--- config.mk ---
export PLATFORM = sky130hd
export DESIGN_NAME = stereo_peak_limiter_flat
export DESIGN_NICKNAME = d
export VERILOG_FILES = /design/src/design/spl_pkg.sv /design/src/design/spl_in_if.sv /design/src/design/spl_out_if.sv /design/src/design/spl_divider.sv /design/src/design/stereo_peak_limiter.sv /design/src/flat_wrapper.sv
export SDC_FILE = /design/constraint.sdc
export NUM_CORES = 2
export LEC_CHECK = 0
export ABC_AREA = 1
export BUFFER_PORTS_ARGS = -buffer_cell sky130_fd_sc_hd__clkbuf_2
export CORE_AREA = 4 4 276 278
export CTS_CLUSTER_SIZE = 16
export DETAILED_ROUTE_END_ITERATION = 8
export DIE_AREA = 0 0 280 282
export PLACE_DENSITY = 0.79
export SLEW_MARGIN = 20
export SYNTH_ARGS = -nofsm -noshare
export SYNTH_HDL_FRONTEND = slang
export SYNTH_SLANG_ARGS = --single-unit
--- constraint.sdc ---
create_clock -name clk_i -period 7.3 [get_ports clk_i]
set_clock_uncertainty 0.1 [all_clocks]
set_input_delay 0.365 -clock clk_i [delete_from_list [all_inputs] [get_ports clk_i]]
set_output_delay 0.365 -clock clk_i [all_outputs]
set_load 0.02 [all_outputs]
--- src/design/spl_pkg.sv ---
// ----------------------------------------------------------------------------
// Stereo peak limiter package
// Register widths, register indexes, reset values and the sequencer states.
// ----------------------------------------------------------------------------
package spl_pkg;

  localparam int unsigned REG_W      = 24;
  localparam int unsigned CFG_ADDR_W = 2;
  localparam int unsigned COEF_FRAC  = 24;

  localparam logic [CFG_ADDR_W-1:0] CFG_THRESHOLD = 2'd0;
  localparam logic [CFG_ADDR_W-1:0] CFG_CEILING   = 2'd1;
  localparam logic [CFG_ADDR_W-1:0] CFG_RELEASE   = 2'd2;

  localparam logic [REG_W-1:0] THRESHOLD_RST = 24'd8388608;
  localparam logic [REG_W-1:0] CEILING_RST   = 24'd8388608;
  localparam logic [REG_W-1:0] RELEASE_RST   = 24'd16773721;

  typedef enum logic [2:0] {
    ST_IDLE,
    ST_DIV,
    ST_REL,
    ST_REL_WB,
    ST_MUL_L,
    ST_MUL_R,
    ST_DONE
  } spl_state_e;

endpackage

--- src/design/spl_in_if.sv ---
// ----------------------------------------------------------------------------
// Stereo sample input channel
// Valid/ready channel carrying one stereo sample pair per item.
// ----------------------------------------------------------------------------
interface spl_in_if #(
  parameter int unsigned SAMPLE_BITS = 24
);
  logic                          valid;
  logic                          ready;
  logic signed [SAMPLE_BITS-1:0] left_sample;
  logic signed [SAMPLE_BITS-1:0] right_sample;

  modport source (output valid, output left_sample, output right_sample, input ready);
  modport sink   (input valid, input left_sample, input right_sample, output ready);
endinterface

--- src/design/spl_out_if.sv ---
// ----------------------------------------------------------------------------
// Limited sample output channel
// Valid/ready channel carrying one limited stereo pair per item.
// ----------------------------------------------------------------------------
interface spl_out_if #(
  parameter int unsigned SAMPLE_BITS = 24
);
  logic                          valid;
  logic                          ready;
  logic signed [SAMPLE_BITS-1:0] left_out;
  logic signed [SAMPLE_BITS-1:0] right_out;

  modport source (output valid, output left_out, output right_out, input ready);
  modport sink   (input valid, input left_out, input right_out, output ready);
endinterface

--- src/design/spl_divider.sv ---
// ----------------------------------------------------------------------------
// Limiter gain divider
// Restoring divider, one quotient bit per cycle: (dividend << GAIN_FRAC_BITS)
// divided by the divisor, for a dividend below the divisor.
// ----------------------------------------------------------------------------
module spl_divider #(
  parameter int unsigned SAMPLE_BITS    = 24,
  parameter int unsigned GAIN_FRAC_BITS = 24
) (
  input  logic                      clk_i,
  input  logic                      rst_ni,
  input  logic                      start_i,
  input  logic [SAMPLE_BITS-1:0]    dividend_i,
  input  logic [SAMPLE_BITS-1:0]    divisor_i,
  output logic [GAIN_FRAC_BITS-1:0] quotient_o,
  output logic                      done_o
);

  localparam int unsigned S  = SAMPLE_BITS;
  localparam int unsigned G  = GAIN_FRAC_BITS;
  localparam int unsigned CW = $clog2(G);
  localparam logic [CW-1:0] LAST_STEP = CW'(G - 1);

  logic [S:0]    rem_q, rem_d;
  logic [S-1:0]  dvs_q, dvs_d;
  logic [G-1:0]  quo_q, quo_d;
  logic [CW-1:0] cnt_q, cnt_d;
  logic          busy_q, busy_d;
  logic          done_q, done_d;
  logic [S:0]    shifted;
  logic          fits;

  assign shifted = {rem_q[S-1:0], 1'b0};
  assign fits    = shifted >= {1'b0, dvs_q};

  always_comb begin
    rem_d  = rem_q;
    dvs_d  = dvs_q;
    quo_d  = quo_q;
    cnt_d  = cnt_q;
    busy_d = busy_q;
    done_d = 1'b0;
    if (start_i) begin
      rem_d  = {1'b0, dividend_i};
      dvs_d  = divisor_i;
      quo_d  = '0;
      cnt_d  = '0;
      busy_d = 1'b1;
    end else if (busy_q) begin
      rem_d = fits ? (shifted - {1'b0, dvs_q}) : shifted;
      quo_d = {quo_q[G-2:0], fits};
      cnt_d = cnt_q + 1'b1;
      if (cnt_q == LAST_STEP) begin
        busy_d = 1'b0;
        done_d = 1'b1;
      end
    end
  end

  always_ff @(posedge clk_i or negedge rst_ni) begin
    if (!rst_ni) begin
      busy_q <= 1'b0;
      done_q <= 1'b0;
      cnt_q  <= '0;
    end else begin
      busy_q <= busy_d;
      done_q <= done_d;
      cnt_q  <= cnt_d;
    end
  end

  always_ff @(posedge clk_i) begin
    rem_q <= rem_d;
    dvs_q <= dvs_d;
    quo_q <= quo_d;
  end

  assign quotient_o = quo_q;
  assign done_o     = done_q;

endmodule

--- src/design/stereo_peak_limiter.sv ---
// ----------------------------------------------------------------------------
// Stereo peak limiter
// Stereo-linked peak limiter with instant attack and exponential release.
// ----------------------------------------------------------------------------
// Usage: one stereo pair enters per item on smp_i and one limited pair leaves
// on lim_o, both valid/ready channels. The host sets threshold, ceiling and
// release coefficient through the write port (cfg_we_i, cfg_addr_i,
// cfg_wdata_i) while no item is in flight.
// Timing: an item whose peak stays at or below the threshold passes through
// the release, release write-back, left, right and done states before the
// next possible acceptance; one that needs a new target gain also runs the
// restoring divider first, and skips the release write-back when the new
// gain is below the current one and is taken at once. The divider and the
// single shared multiplier, used in turn for release, left and right, set
// the pace of the sequencer.
// A finished pair sits in the output register, so the next item is taken
// while it waits; if the receiver still stalls when the following result is
// ready, the sequencer holds it and accepts nothing further.
// Reset restores unity gain and the register defaults and empties the output.
// ----------------------------------------------------------------------------
module stereo_peak_limiter
  import spl_pkg::*;
#(
  parameter int unsigned SAMPLE_BITS    = 24,
  parameter int unsigned GAIN_FRAC_BITS = 24
) (
  input  logic                  clk_i,
  input  logic                  rst_ni,
  input  logic                  cfg_we_i,
  input  logic [CFG_ADDR_W-1:0] cfg_addr_i,
  input  logic [REG_W-1:0]      cfg_wdata_i,
  spl_in_if.sink                smp_i,
  spl_out_if.source             lim_o
);

  localparam int unsigned S  = SAMPLE_BITS;
  localparam int unsigned G  = GAIN_FRAC_BITS;
  localparam int unsigned LW = ((S > REG_W) ? S : REG_W) + 1;
  localparam int unsigned AW = (S > G + 1) ? S : G + 1;
  localparam int unsigned BW = (REG_W > G + 1) ? REG_W : G + 1;
  localparam int unsigned PW = AW + BW;

  localparam logic [G:0]    UNITY   = (G + 1)'(1) << G;
  localparam logic [S-1:0]  FS      = S'(1) << (S - 1);
  localparam logic [LW-1:0] FS_EXT  = LW'(1) << (S - 1);

  spl_state_e state_q, state_d;

  logic [REG_W-1:0] thr_q, ceil_q, coef_q;
  logic [S-1:0]     thr_sat, ceil_sat;
  logic [LW-1:0]    thr_ext, ceil_ext;

  logic [G:0]   gain_q, gain_d;
  logic [G:0]   target_q, target_d;
  logic [S-1:0] mag_l_q, mag_l_d, mag_r_q, mag_r_d;
  logic         neg_l_q, neg_l_d, neg_r_q, neg_r_d;
  logic [S-1:0] res_l_q, res_l_d;

  logic [S-1:0] raw_l, raw_r, mag_l_c, mag_r_c, peak_c;

  logic [AW-1:0] mul_a;
  logic [BW-1:0] mul_b;
  logic [PW-1:0] prod_q, prod_d;
  logic          prod_en;
  logic [G:0]    diff;

  logic         out_valid_q, out_valid_d;
  logic [S-1:0] left_out_q, left_out_d, right_out_q, right_out_d;

  logic         div_start;
  logic [G-1:0] div_quo;
  logic         div_done;

  // Output clamp: negative results may reach the full ceiling, positive ones
  // stop at the ceiling, or one code short of full scale if that is lower.
  function automatic logic [S-1:0] clamp_out(input logic [S-1:0] mag,
                                             input logic         neg,
                                             input logic [S-1:0] ceil_mag);
    logic [S-1:0] pos_lim;
    logic [S-1:0] lim;
    pos_lim = (ceil_mag < FS) ? ceil_mag : (FS - 1'b1);
    if (neg) begin
      lim = (mag > ceil_mag) ? ceil_mag : mag;
      return ~lim + 1'b1;
    end
    return (mag > pos_lim) ? pos_lim : mag;
  endfunction

  // Configuration registers.
  always_ff @(posedge clk_i or negedge rst_ni) begin
    if (!rst_ni) begin
      thr_q  <= THRESHOLD_RST;
      ceil_q <= CEILING_RST;
      coef_q <= RELEASE_RST;
    end else if (cfg_we_i) begin
      case (cfg_addr_i)
        CFG_THRESHOLD: thr_q  <= cfg_wdata_i;
        CFG_CEILING:   ceil_q <= cfg_wdata_i;
        CFG_RELEASE:   coef_q <= cfg_wdata_i;
        default:       ;
      endcase
    end
  end

  assign thr_ext  = LW'(thr_q);
  assign ceil_ext = LW'(ceil_q);
  assign thr_sat  = (thr_ext > FS_EXT) ? FS : S'(thr_ext);
  assign ceil_sat = (ceil_ext > FS_EXT) ? FS : S'(ceil_ext);

  // The most negative sample negates to itself, which read unsigned is full scale.
  assign raw_l   = smp_i.left_sample;
  assign raw_r   = smp_i.right_sample;
  assign mag_l_c = raw_l[S-1] ? (~raw_l + 1'b1) : raw_l;
  assign mag_r_c = raw_r[S-1] ? (~raw_r + 1'b1) : raw_r;
  assign peak_c  = (mag_l_c > mag_r_c) ? mag_l_c : mag_r_c;

  assign diff = target_q - gain_q;

  spl_divider #(
    .SAMPLE_BITS    (S),
    .GAIN_FRAC_BITS (G)
  ) u_divider (
    .clk_i      (clk_i),
    .rst_ni     (rst_ni),
    .start_i    (div_start),
    .dividend_i (thr_sat),
    .divisor_i  (peak_c),
    .quotient_o (div_quo),
    .done_o     (div_done)
  );

  // Shared multiplier: release product, then left, then right.
  always_comb begin
    mul_a   = '0;
    mul_b   = '0;
    prod_en = 1'b0;
    case (state_q)
      ST_REL: begin
        mul_a   = AW'(diff);
        mul_b   = BW'(coef_q);
        prod_en = 1'b1;
      end
      ST_MUL_L: begin
        mul_a   = AW'(mag_l_q);
        mul_b   = BW'(gain_q);
        prod_en = 1'b1;
      end
      ST_MUL_R: begin
        mul_a   = AW'(mag_r_q);
        mul_b   = BW'(gain_q);
        prod_en = 1'b1;
      end
      default: ;
    endcase
  end

  assign prod_d = PW'(mul_a) * PW'(mul_b);

  always_comb begin
    state_d     = state_q;
    gain_d      = gain_q;
    target_d    = target_q;
    mag_l_d     = mag_l_q;
    mag_r_d     = mag_r_q;
    neg_l_d     = neg_l_q;
    neg_r_d     = neg_r_q;
    res_l_d     = res_l_q;
    left_out_d  = left_out_q;
    right_out_d = right_out_q;
    out_valid_d = out_valid_q && !lim_o.ready;
    div_start   = 1'b0;
    smp_i.ready = 1'b0;
    case (state_q)
      ST_IDLE: begin
        smp_i.ready = 1'b1;
        if (smp_i.valid) begin
          mag_l_d = mag_l_c;
          mag_r_d = mag_r_c;
          neg_l_d = raw_l[S-1];
          neg_r_d = raw_r[S-1];
          if (peak_c > thr_sat) begin
            div_start = 1'b1;
            state_d   = ST_DIV;
          end else begin
            target_d = UNITY;
            state_d  = ST_REL;
          end
        end
      end
      ST_DIV: begin
        if (div_done) begin
          target_d = {1'b0, div_quo};
          state_d  = ST_REL;
        end
      end
      ST_REL: begin
        // Attack is instant; release goes through the multiplier.
        if (target_q < gain_q) begin
          gain_d  = target_q;
          state_d = ST_MUL_L;
        end else begin
          state_d = ST_REL_WB;
        end
      end
      ST_REL_WB: begin
        gain_d  = target_q - prod_q[COEF_FRAC +: G + 1];
        state_d = ST_MUL_L;
      end
      ST_MUL_L: begin
        state_d = ST_MUL_R;
      end
      ST_MUL_R: begin
        res_l_d = clamp_out(prod_q[G +: S], neg_l_q, ceil_sat);
        state_d = ST_DONE;
      end
      ST_DONE: begin
        if (!out_valid_q || lim_o.ready) begin
          out_valid_d = 1'b1;
          left_out_d  = res_l_q;
          right_out_d = clamp_out(prod_q[G +: S], neg_r_q, ceil_sat);
          state_d     = ST_IDLE;
        end
      end
      default: begin
        state_d = ST_IDLE;
      end
    endcase
  end

  always_ff @(posedge clk_i or negedge rst_ni) begin
    if (!rst_ni) begin
      state_q     <= ST_IDLE;
      gain_q      <= UNITY;
      out_valid_q <= 1'b0;
    end else begin
      state_q     <= state_d;
      gain_q      <= gain_d;
      out_valid_q <= out_valid_d;
    end
  end

  always_ff @(posedge clk_i) begin
    target_q    <= target_d;
    mag_l_q     <= mag_l_d;
    mag_r_q     <= mag_r_d;
    neg_l_q     <= neg_l_d;
    neg_r_q     <= neg_r_d;
    res_l_q     <= res_l_d;
    left_out_q  <= left_out_d;
    right_out_q <= right_out_d;
    if (prod_en) begin
      prod_q <= prod_d;
    end
  end

  assign lim_o.valid     = out_valid_q;
  assign lim_o.left_out  = $signed(left_out_q);
  assign lim_o.right_out = $signed(right_out_q);

  a_gain_below_unity: assert property (@(posedge clk_i) disable iff (!rst_ni)
    gain_q <= UNITY)
    else $error("limiter gain rose above unity");

  a_busy_after_accept: assert property (@(posedge clk_i) disable iff (!rst_ni)
    (smp_i.valid && smp_i.ready) |=> !smp_i.ready)
    else $error("limiter took a second item while busy");

  a_result_from_done: assert property (@(posedge clk_i) disable iff (!rst_ni)
    $rose(out_valid_q) |-> $past(state_q == ST_DONE))
    else $error("output loaded outside the final step");

  a_div_done_in_div: assert property (@(posedge clk_i) disable iff (!rst_ni)
    div_done |-> (state_q == ST_DIV))
    else $error("divider finished while the sequencer was not waiting");

  a_release_not_attack: assert property (@(posedge clk_i) disable iff (!rst_ni)
    (state_q == ST_REL_WB) |-> (target_q >= gain_q))
    else $error("release step entered with a target below the gain");

endmodule
--- src/flat_wrapper.sv ---
// flat-port wrapper written by rule: the top's interface ports become plain ports
module stereo_peak_limiter_flat import spl_pkg::*;
#(
  parameter int unsigned SAMPLE_BITS    = 24,
  parameter int unsigned GAIN_FRAC_BITS = 24
)
  (clk_i, rst_ni, cfg_we_i, cfg_addr_i, cfg_wdata_i, smp_i_valid, smp_i_left_sample, smp_i_right_sample, smp_i_ready, lim_o_valid, lim_o_left_out, lim_o_right_out, lim_o_ready);
  spl_in_if #(.SAMPLE_BITS(SAMPLE_BITS)) smp_i_i ();
  spl_out_if #(.SAMPLE_BITS(SAMPLE_BITS)) lim_o_i ();
  input  logic clk_i;
  input  logic rst_ni;
  input  logic cfg_we_i;
  input  logic [CFG_ADDR_W-1:0] cfg_addr_i;
  input  logic [REG_W-1:0] cfg_wdata_i;
  input wire logic [$bits(smp_i_i.valid)-1:0] smp_i_valid;
  input wire logic [$bits(smp_i_i.left_sample)-1:0] smp_i_left_sample;
  input wire logic [$bits(smp_i_i.right_sample)-1:0] smp_i_right_sample;
  output wire logic [$bits(smp_i_i.ready)-1:0] smp_i_ready;
  output wire logic [$bits(lim_o_i.valid)-1:0] lim_o_valid;
  output wire logic [$bits(lim_o_i.left_out)-1:0] lim_o_left_out;
  output wire logic [$bits(lim_o_i.right_out)-1:0] lim_o_right_out;
  input wire logic [$bits(lim_o_i.ready)-1:0] lim_o_ready;
  assign smp_i_i.valid = smp_i_valid;
  assign smp_i_i.left_sample = smp_i_left_sample;
  assign smp_i_i.right_sample = smp_i_right_sample;
  assign smp_i_ready = smp_i_i.ready;
  assign lim_o_valid = lim_o_i.valid;
  assign lim_o_left_out = lim_o_i.left_out;
  assign lim_o_right_out = lim_o_i.right_out;
  assign lim_o_i.ready = lim_o_ready;
  stereo_peak_limiter #(.SAMPLE_BITS(SAMPLE_BITS), .GAIN_FRAC_BITS(GAIN_FRAC_BITS)) u_core (.clk_i(clk_i), .rst_ni(rst_ni), .cfg_we_i(cfg_we_i), .cfg_addr_i(cfg_addr_i), .cfg_wdata_i(cfg_wdata_i), .smp_i(smp_i_i), .lim_o(lim_o_i));
endmodule
======== After elaboration in Yosys (flattened, before gate mapping) ========
Index checks and enable logic that the tools add are counted.
storage, ports and cells
  word-level logic and storage cells ...... 123
  flip-flop bits (word level) ............. 376
  input port bits ......................... 79
  output and inout bits ................... 50
cells by class
  eq/ne operators ......................... 14
  multiplexer cells ....................... 49
  reductions and logical operators ........ 19
  bitwise logic cells ..................... 3
  magnitude comparators ................... 9
  add/sub/neg operators ................... 7
  $mul .................................... 1
operators by type and width
  operator                                        count
  two-way mux 24 bit                              15
  case mux 25 bit (2 select lines)                3
  two-way mux 25 bit                              4
  > comparator 24 bit                             4
  case mux 25 bit (3 select lines)                1
  adder 24 x 1 -> 24 bit (second input constant)  3
  NOT 24 bit                                      3
  subtractor 25 bit                               2
  multiplier 25 x 25 -> 49 bit                    1
  > comparator 24 bit (second input constant)     2
  greater-or-equal comparator 25 x 24 -> 1 bit    1
  < comparator 25 bit                             1
  < comparator 24 bit (second input constant)     1
  subtractor 24 bit                               1
  case mux 3 bit (7 select lines)                 1
  two-way mux 1 bit                               18
  two-way mux 3 bit                               4
  AND reduction 2 bit                             6
  two-way mux 5 bit                               2
  == test 3 bit (second input constant)           3
  == test 3 x 2 -> 1 bit (second input constant)  2
  != test 2 bit (second input constant)           3
  nonzero test 2 bit                              3
  adder 5 x 1 -> 5 bit (second input constant)    1
  other kinds (15)                                17

======== Depth between registers and ports, before layout ========
  depth in word-level cells ............... 10
  depth in mapped cells ................... 42
  mapped depth without buffers ............ 42

======== Hierarchy ========
From an unflattened synthesis, not the netlist that was laid out.
second synthesis, totals
  cell total of the unflattened synthesis .. 5,640
  area, all modules ....................... 44,114.8 sq um
modules (own cells, without submodules)
  module               cells each  area each (sq um)  sequential area each (sq um)  times used
  stereo_peak_limiter  4,957       39,098.7           7,717.4                       1
  spl_divider          683         5,016.1            2,097.0                       1

======== Least setup slack after synthesis ========
Ideal clock, no wire load.
  path type ............................... flip-flop to flip-flop
  start ................................... reg u_core.target_q[0]
  end ..................................... reg u_core.prod_q[32], data pin
  period minus slack after synthesis ...... 7.819 ns
  required time ........................... 6.948 ns
  data arrival time ....................... 7.467 ns
  buffers on the path ..................... 1
  setup time .............................. 0.252 ns
  path slack .............................. -0.519 ns
  cell stages (with the launch flop) ...... 39
  path through ............................ edfxtp_1 inv_1 ha_1 inv_1 fa_1 a21oi_1 o21ai_1 a21boi_2 o21ai_1 a21boi_0 inv_1 a21oi_1 or2_1 nand3_2 nand2_1 buf_2 nand2_1 fa_1 [3 not listed] fa_1 fa_1 inv_1 fa_1 fa_1 inv_1 fa_1 inv_1 ha_1 nand2_1 nor2_1 inv_1 nor4_1 nand2_1 nand3_1 nand2_1 nand3_1 nand2_1
between the ends
  word-level cells in the longest chain between the ends .. 3
RTL lines
  item                              RTL line                    source
  start: declaration                stereo_peak_limiter.sv:54   logic [G:0] target_q, target_d;
  start signal: assignment          stereo_peak_limiter.sv:243  target_q <= target_d;
  subtractor 25 bit                 stereo_peak_limiter.sv:117  assign diff = target_q - gain_q;
  case mux 25 bit (3 select lines)  stereo_peak_limiter.sv:137  case (state_q)
  multiplier 25 x 25 -> 49 bit      stereo_peak_limiter.sv:157  assign prod_d = PW'(mul_a) * PW'(mul_b);
  net u_core.prod_d[32]             stereo_peak_limiter.sv:63   logic [PW-1:0] prod_q, prod_d;
  end signal: assignment            stereo_peak_limiter.sv:252  prod_q <= prod_d;
  end: declaration                  stereo_peak_limiter.sv:63
The timed path passes the listed nets, and every way through them passes these cells.
A chain may end at the register's enable or synchronous reset.

======== Worst setup path in the final report ========
  start ................................... reg u_core.target_q[0]
  end ..................................... reg u_core.prod_q[47], data pin
The elaborated chain is that of the path after synthesis.

==> metrics.md <==
| Metric | Value |
|---|---|
| Setup ws final | -0.982 ns |
| Post-synth EDFFs | between 200 and 250 |
| Final net count | approximately 6900 |
| Clock root buffer | clkbuf_16 |
| F_max | 0.121 GHz |
| IO buf count | 128 |
| TritonRoute pass-1 iters | 8 |
| Setup TNS Final | -20.87 ns |
| Boundary Pins | between 100 and 150 |
| Gr usage total | 36.0% |
| Adder-cell share of the synthesized area | 34.6% |
| Synth top area cells | fa_1 (24%), edfxtp_1 (15%), nand2_1 (10%) |
| Max stage delay on crit path | about 0.59 ns |
| Met1 WL | 57.0 mm |
| Most frequent cells in the layout | nand2_1 (1137), inv_1 (1061), fa_1 (488) |
| Share of the synthesized area in the top cell type | 24.5% |
| Reg-to-Reg Start | u_core.target_q[0] |
| TritonCTS clock tree | built |
| Avg WL per Cell | 20.7 µm |
| Compound-Gate Fraction of Synth Area | 9.96% |
| TritonCTS Sinks | 352 |
| Synth unique cells | 70 |
| Status | complete, but fails checks |
| Relative slew margins | 30.4% |
| Largest regs | u_core.gain_q: 25 flops, u_core.prod_q: 25 flops, u_core.target_q: 25 flops |
| Reg-to-Reg End | u_core.prod_q[47] |
| CTS clk-pin slew, worst paths | 0.07 ns |
| Mapped Nets | about 6300 |
| Largest area contributor in the netlist | fa_1 |
| WP data arrival | 8.47 ns |
| Worst r2r path cells | 37 |
| Synth Area per Inst | roughly 8.0 µm² |
| Placed Cells | ~6800 |
| CP dominant cell by count | inv_2 |
| Clock Latency Late Sink | 0.53 ns |
| Clock buffer count from CTS | 36 |
| Sequential share of the synthesized area | 22.8% |
| Worst Hold Class | input pin to flip-flop |
| Largest family of logic cells by synthesized area | adder cells |
| Failing checks | setup timing |
| Post-synthesis mux area share | 0% |
| Clock Path Buffers | 3 |
| Yosys warns | 0 |
| Core area | 0.0739 mm² |
| Height of the die | around 280 µm |
| 1st-iter DRT viols | 3716 |
| Max-cap violations | 0 |
| Crit path max fanout | 6 |
| DR WL met3 | 14.9 mm |
| Share of layout cells above drive strength 1 | 19.1% |
| Min-Delay Path Depth | 1 |
| Global-route wire length before repair | 219 mm |
| Post-synthesis cell count | 5367 |
| Ys flop type | edfxtp_1 |
| Final Wtd Congestion | 1.04 |
| H-tree levels | 2 |
| ANT nets after route | 0 |
| Asr flop ratio synth | 30.7% |
| Post-route minimum period | between 8 and 9 ns |
| Least-Margin Pin Slew | approximately 1.0 ns |
| Die area | 0.0790 mm² |
| Max Slew Vio Count | 0 |
| Fin cells | 6923 |
| Vias in the first global route | 38900 |
| Worst Hold End | u_core.mag_l_q[0] |
| Site Rows | 100 |
| Die X-Extent | about 280 µm |
| Final hold vios | 0 |
| Top Metal Used | met5 |
| Final setup viols | 25 |
| Largest net degree at the start of global routing | 77 |
| Vias per std cell | 5.69 |
| FF+latch count, synth | 352 |
| Commonest non-fill, non-tap cell in the layout | nand2_1 |
| DRC viols | 0 |
| Post-DP HPWL | approximately 120 mm |
| Crit share post-route | 113% |
| XOR/XNOR share of the synthesized area | 1.99% |
| Worst Path Required | around 7.5 ns |
| Routed WL | 144 mm |
| Startpoint types | flip-flop |
| Area grow syn2layout | 20.4% |
| Critical-path top delay cell | fa_1 |
| Vias post-DR | 39400 |
| CP Capture Type | flip-flop |
| Initial Util | 58.3% |
| Initial antenna violation count | 4 |
| R2R setup slack | -0.98 ns |
| Synth Area in Simple Gates | a little under a fifth |
| RSZ-0062 raised after global routing | true |
| Min-delay src | smp_i_left_sample[0] |
| Crit Path Class | flip-flop to flip-flop |
| Met2 wire length | 64.0 mm |
| Mapped cell area | 0.0431 mm² |
| Aggregate global routing overflow | 0 |
-- logic make-up (layout without fill, tap and decap cells) --
group                      Yosys count  in the layout
DFF                                352            352
xor gates and xnor gates            98             98
buffers and inverters             1294           1879
AOI/OAI and AO/OA                  750            750
other                                0              2
and+or+nand+nor                   1997           1997
adders and majority gates          876            876
-- critical path: cells and delay by family, from the launching register on --
| kind | cells | cell delay (ns) |
|---|---|---|
| and+or+nand+nor | 4 | 0.45 |
| xor gates and xnor gates | 1 | 0.15 |
| adders and majority gates | 10 | 4.37 |
| DFF | 1 | 0.40 |
| AOI/OAI and AO/OA | 12 | 1.82 |
| buffers and inverters | 10 | 0.71 |
-- worst max-delay path by stage --
stage / startpoint / endpoint / slack, ns / cells after the start
3_5_place_dp: u_core.target_q[6] / u_core.prod_q[40] / -1.04 / 36
2_1_floorplan: u_core.target_q[0] / u_core.prod_q[48] / -0.23 / 39
6_report: u_core.target_q[0] / u_core.prod_q[47] / -0.98 / 37
4_1_cts: u_core.target_q[0] / u_core.prod_q[46] / -0.81 / 37
3_3_place_gp: u_core.target_q[6] / u_core.prod_q[40] / -0.94 / 36
5_1_grt: u_core.target_q[0] / u_core.prod_q[47] / -1.28 / 37
-- routing by layer --
| metal | global-route usage (%) | up-vias |
|---|---|---|
| met5 | 0 | - |
| met4 | 15.0 | 2 |
| met3 | 8.61 | 400 |
| met2 | 56.5 | 2022 |
| met1 | 48.5 | 19100 |
| li1 | - | 17900 |
-- synthesized netlist by cell type, drive strengths merged, types with 45 or more instances --
cell type	number
nor2	448
xor2	73
nand2	1215
nor3	45
ha	349
clkbuf	128
edfxtp	220
o21ai	292
fa	527
dfrtp	88
a21oi	275
nand3	212
inv	1105
-- layout make-up --
cell class / count / area, µm²
multi-input cells: 3721 / 29700
repair buffers: 693 / 5770
clock buffers: 45 / 986
inverters: 1123 / 4250
fillers: 5801 / 22100
clock inverters: 18 / 109
well taps: 969 / 1210
diodes: 2 / 5.00
flip-flops and latches: 352 / 9810
-- what timing repair did --
| item | CTS | global route |
|---|---|---|
| setup endpoints to repair | 25 | 25 |
| hold buffers | 1 | 0 |
| pin swaps | 85 | 84 |
| buffers inserted | 30 | 23 |
| gates cloned | 2 | 1 |
| gates resized for setup | 198 | 107 |
| hold endpoints to repair | 32 | 0 |
-- stage by stage --
step	instance area (µm²)	hold slack, ns	worst slack, ns	utilization (%)
global route	51900	0.00922	-1.28	70.2
finish	51900	0.0318	-0.982	70.2
floorplan	43500	-0.0306	-0.233	-
global placement	49200	0.223	-0.942	66.5
CTS	51300	0.00620	-0.813	69.4
detailed placement	49200	0.229	-1.04	66.5
Power is not shown: default switching activity piles up to over one toggle a cycle in this logic, so the estimate is an artifact.
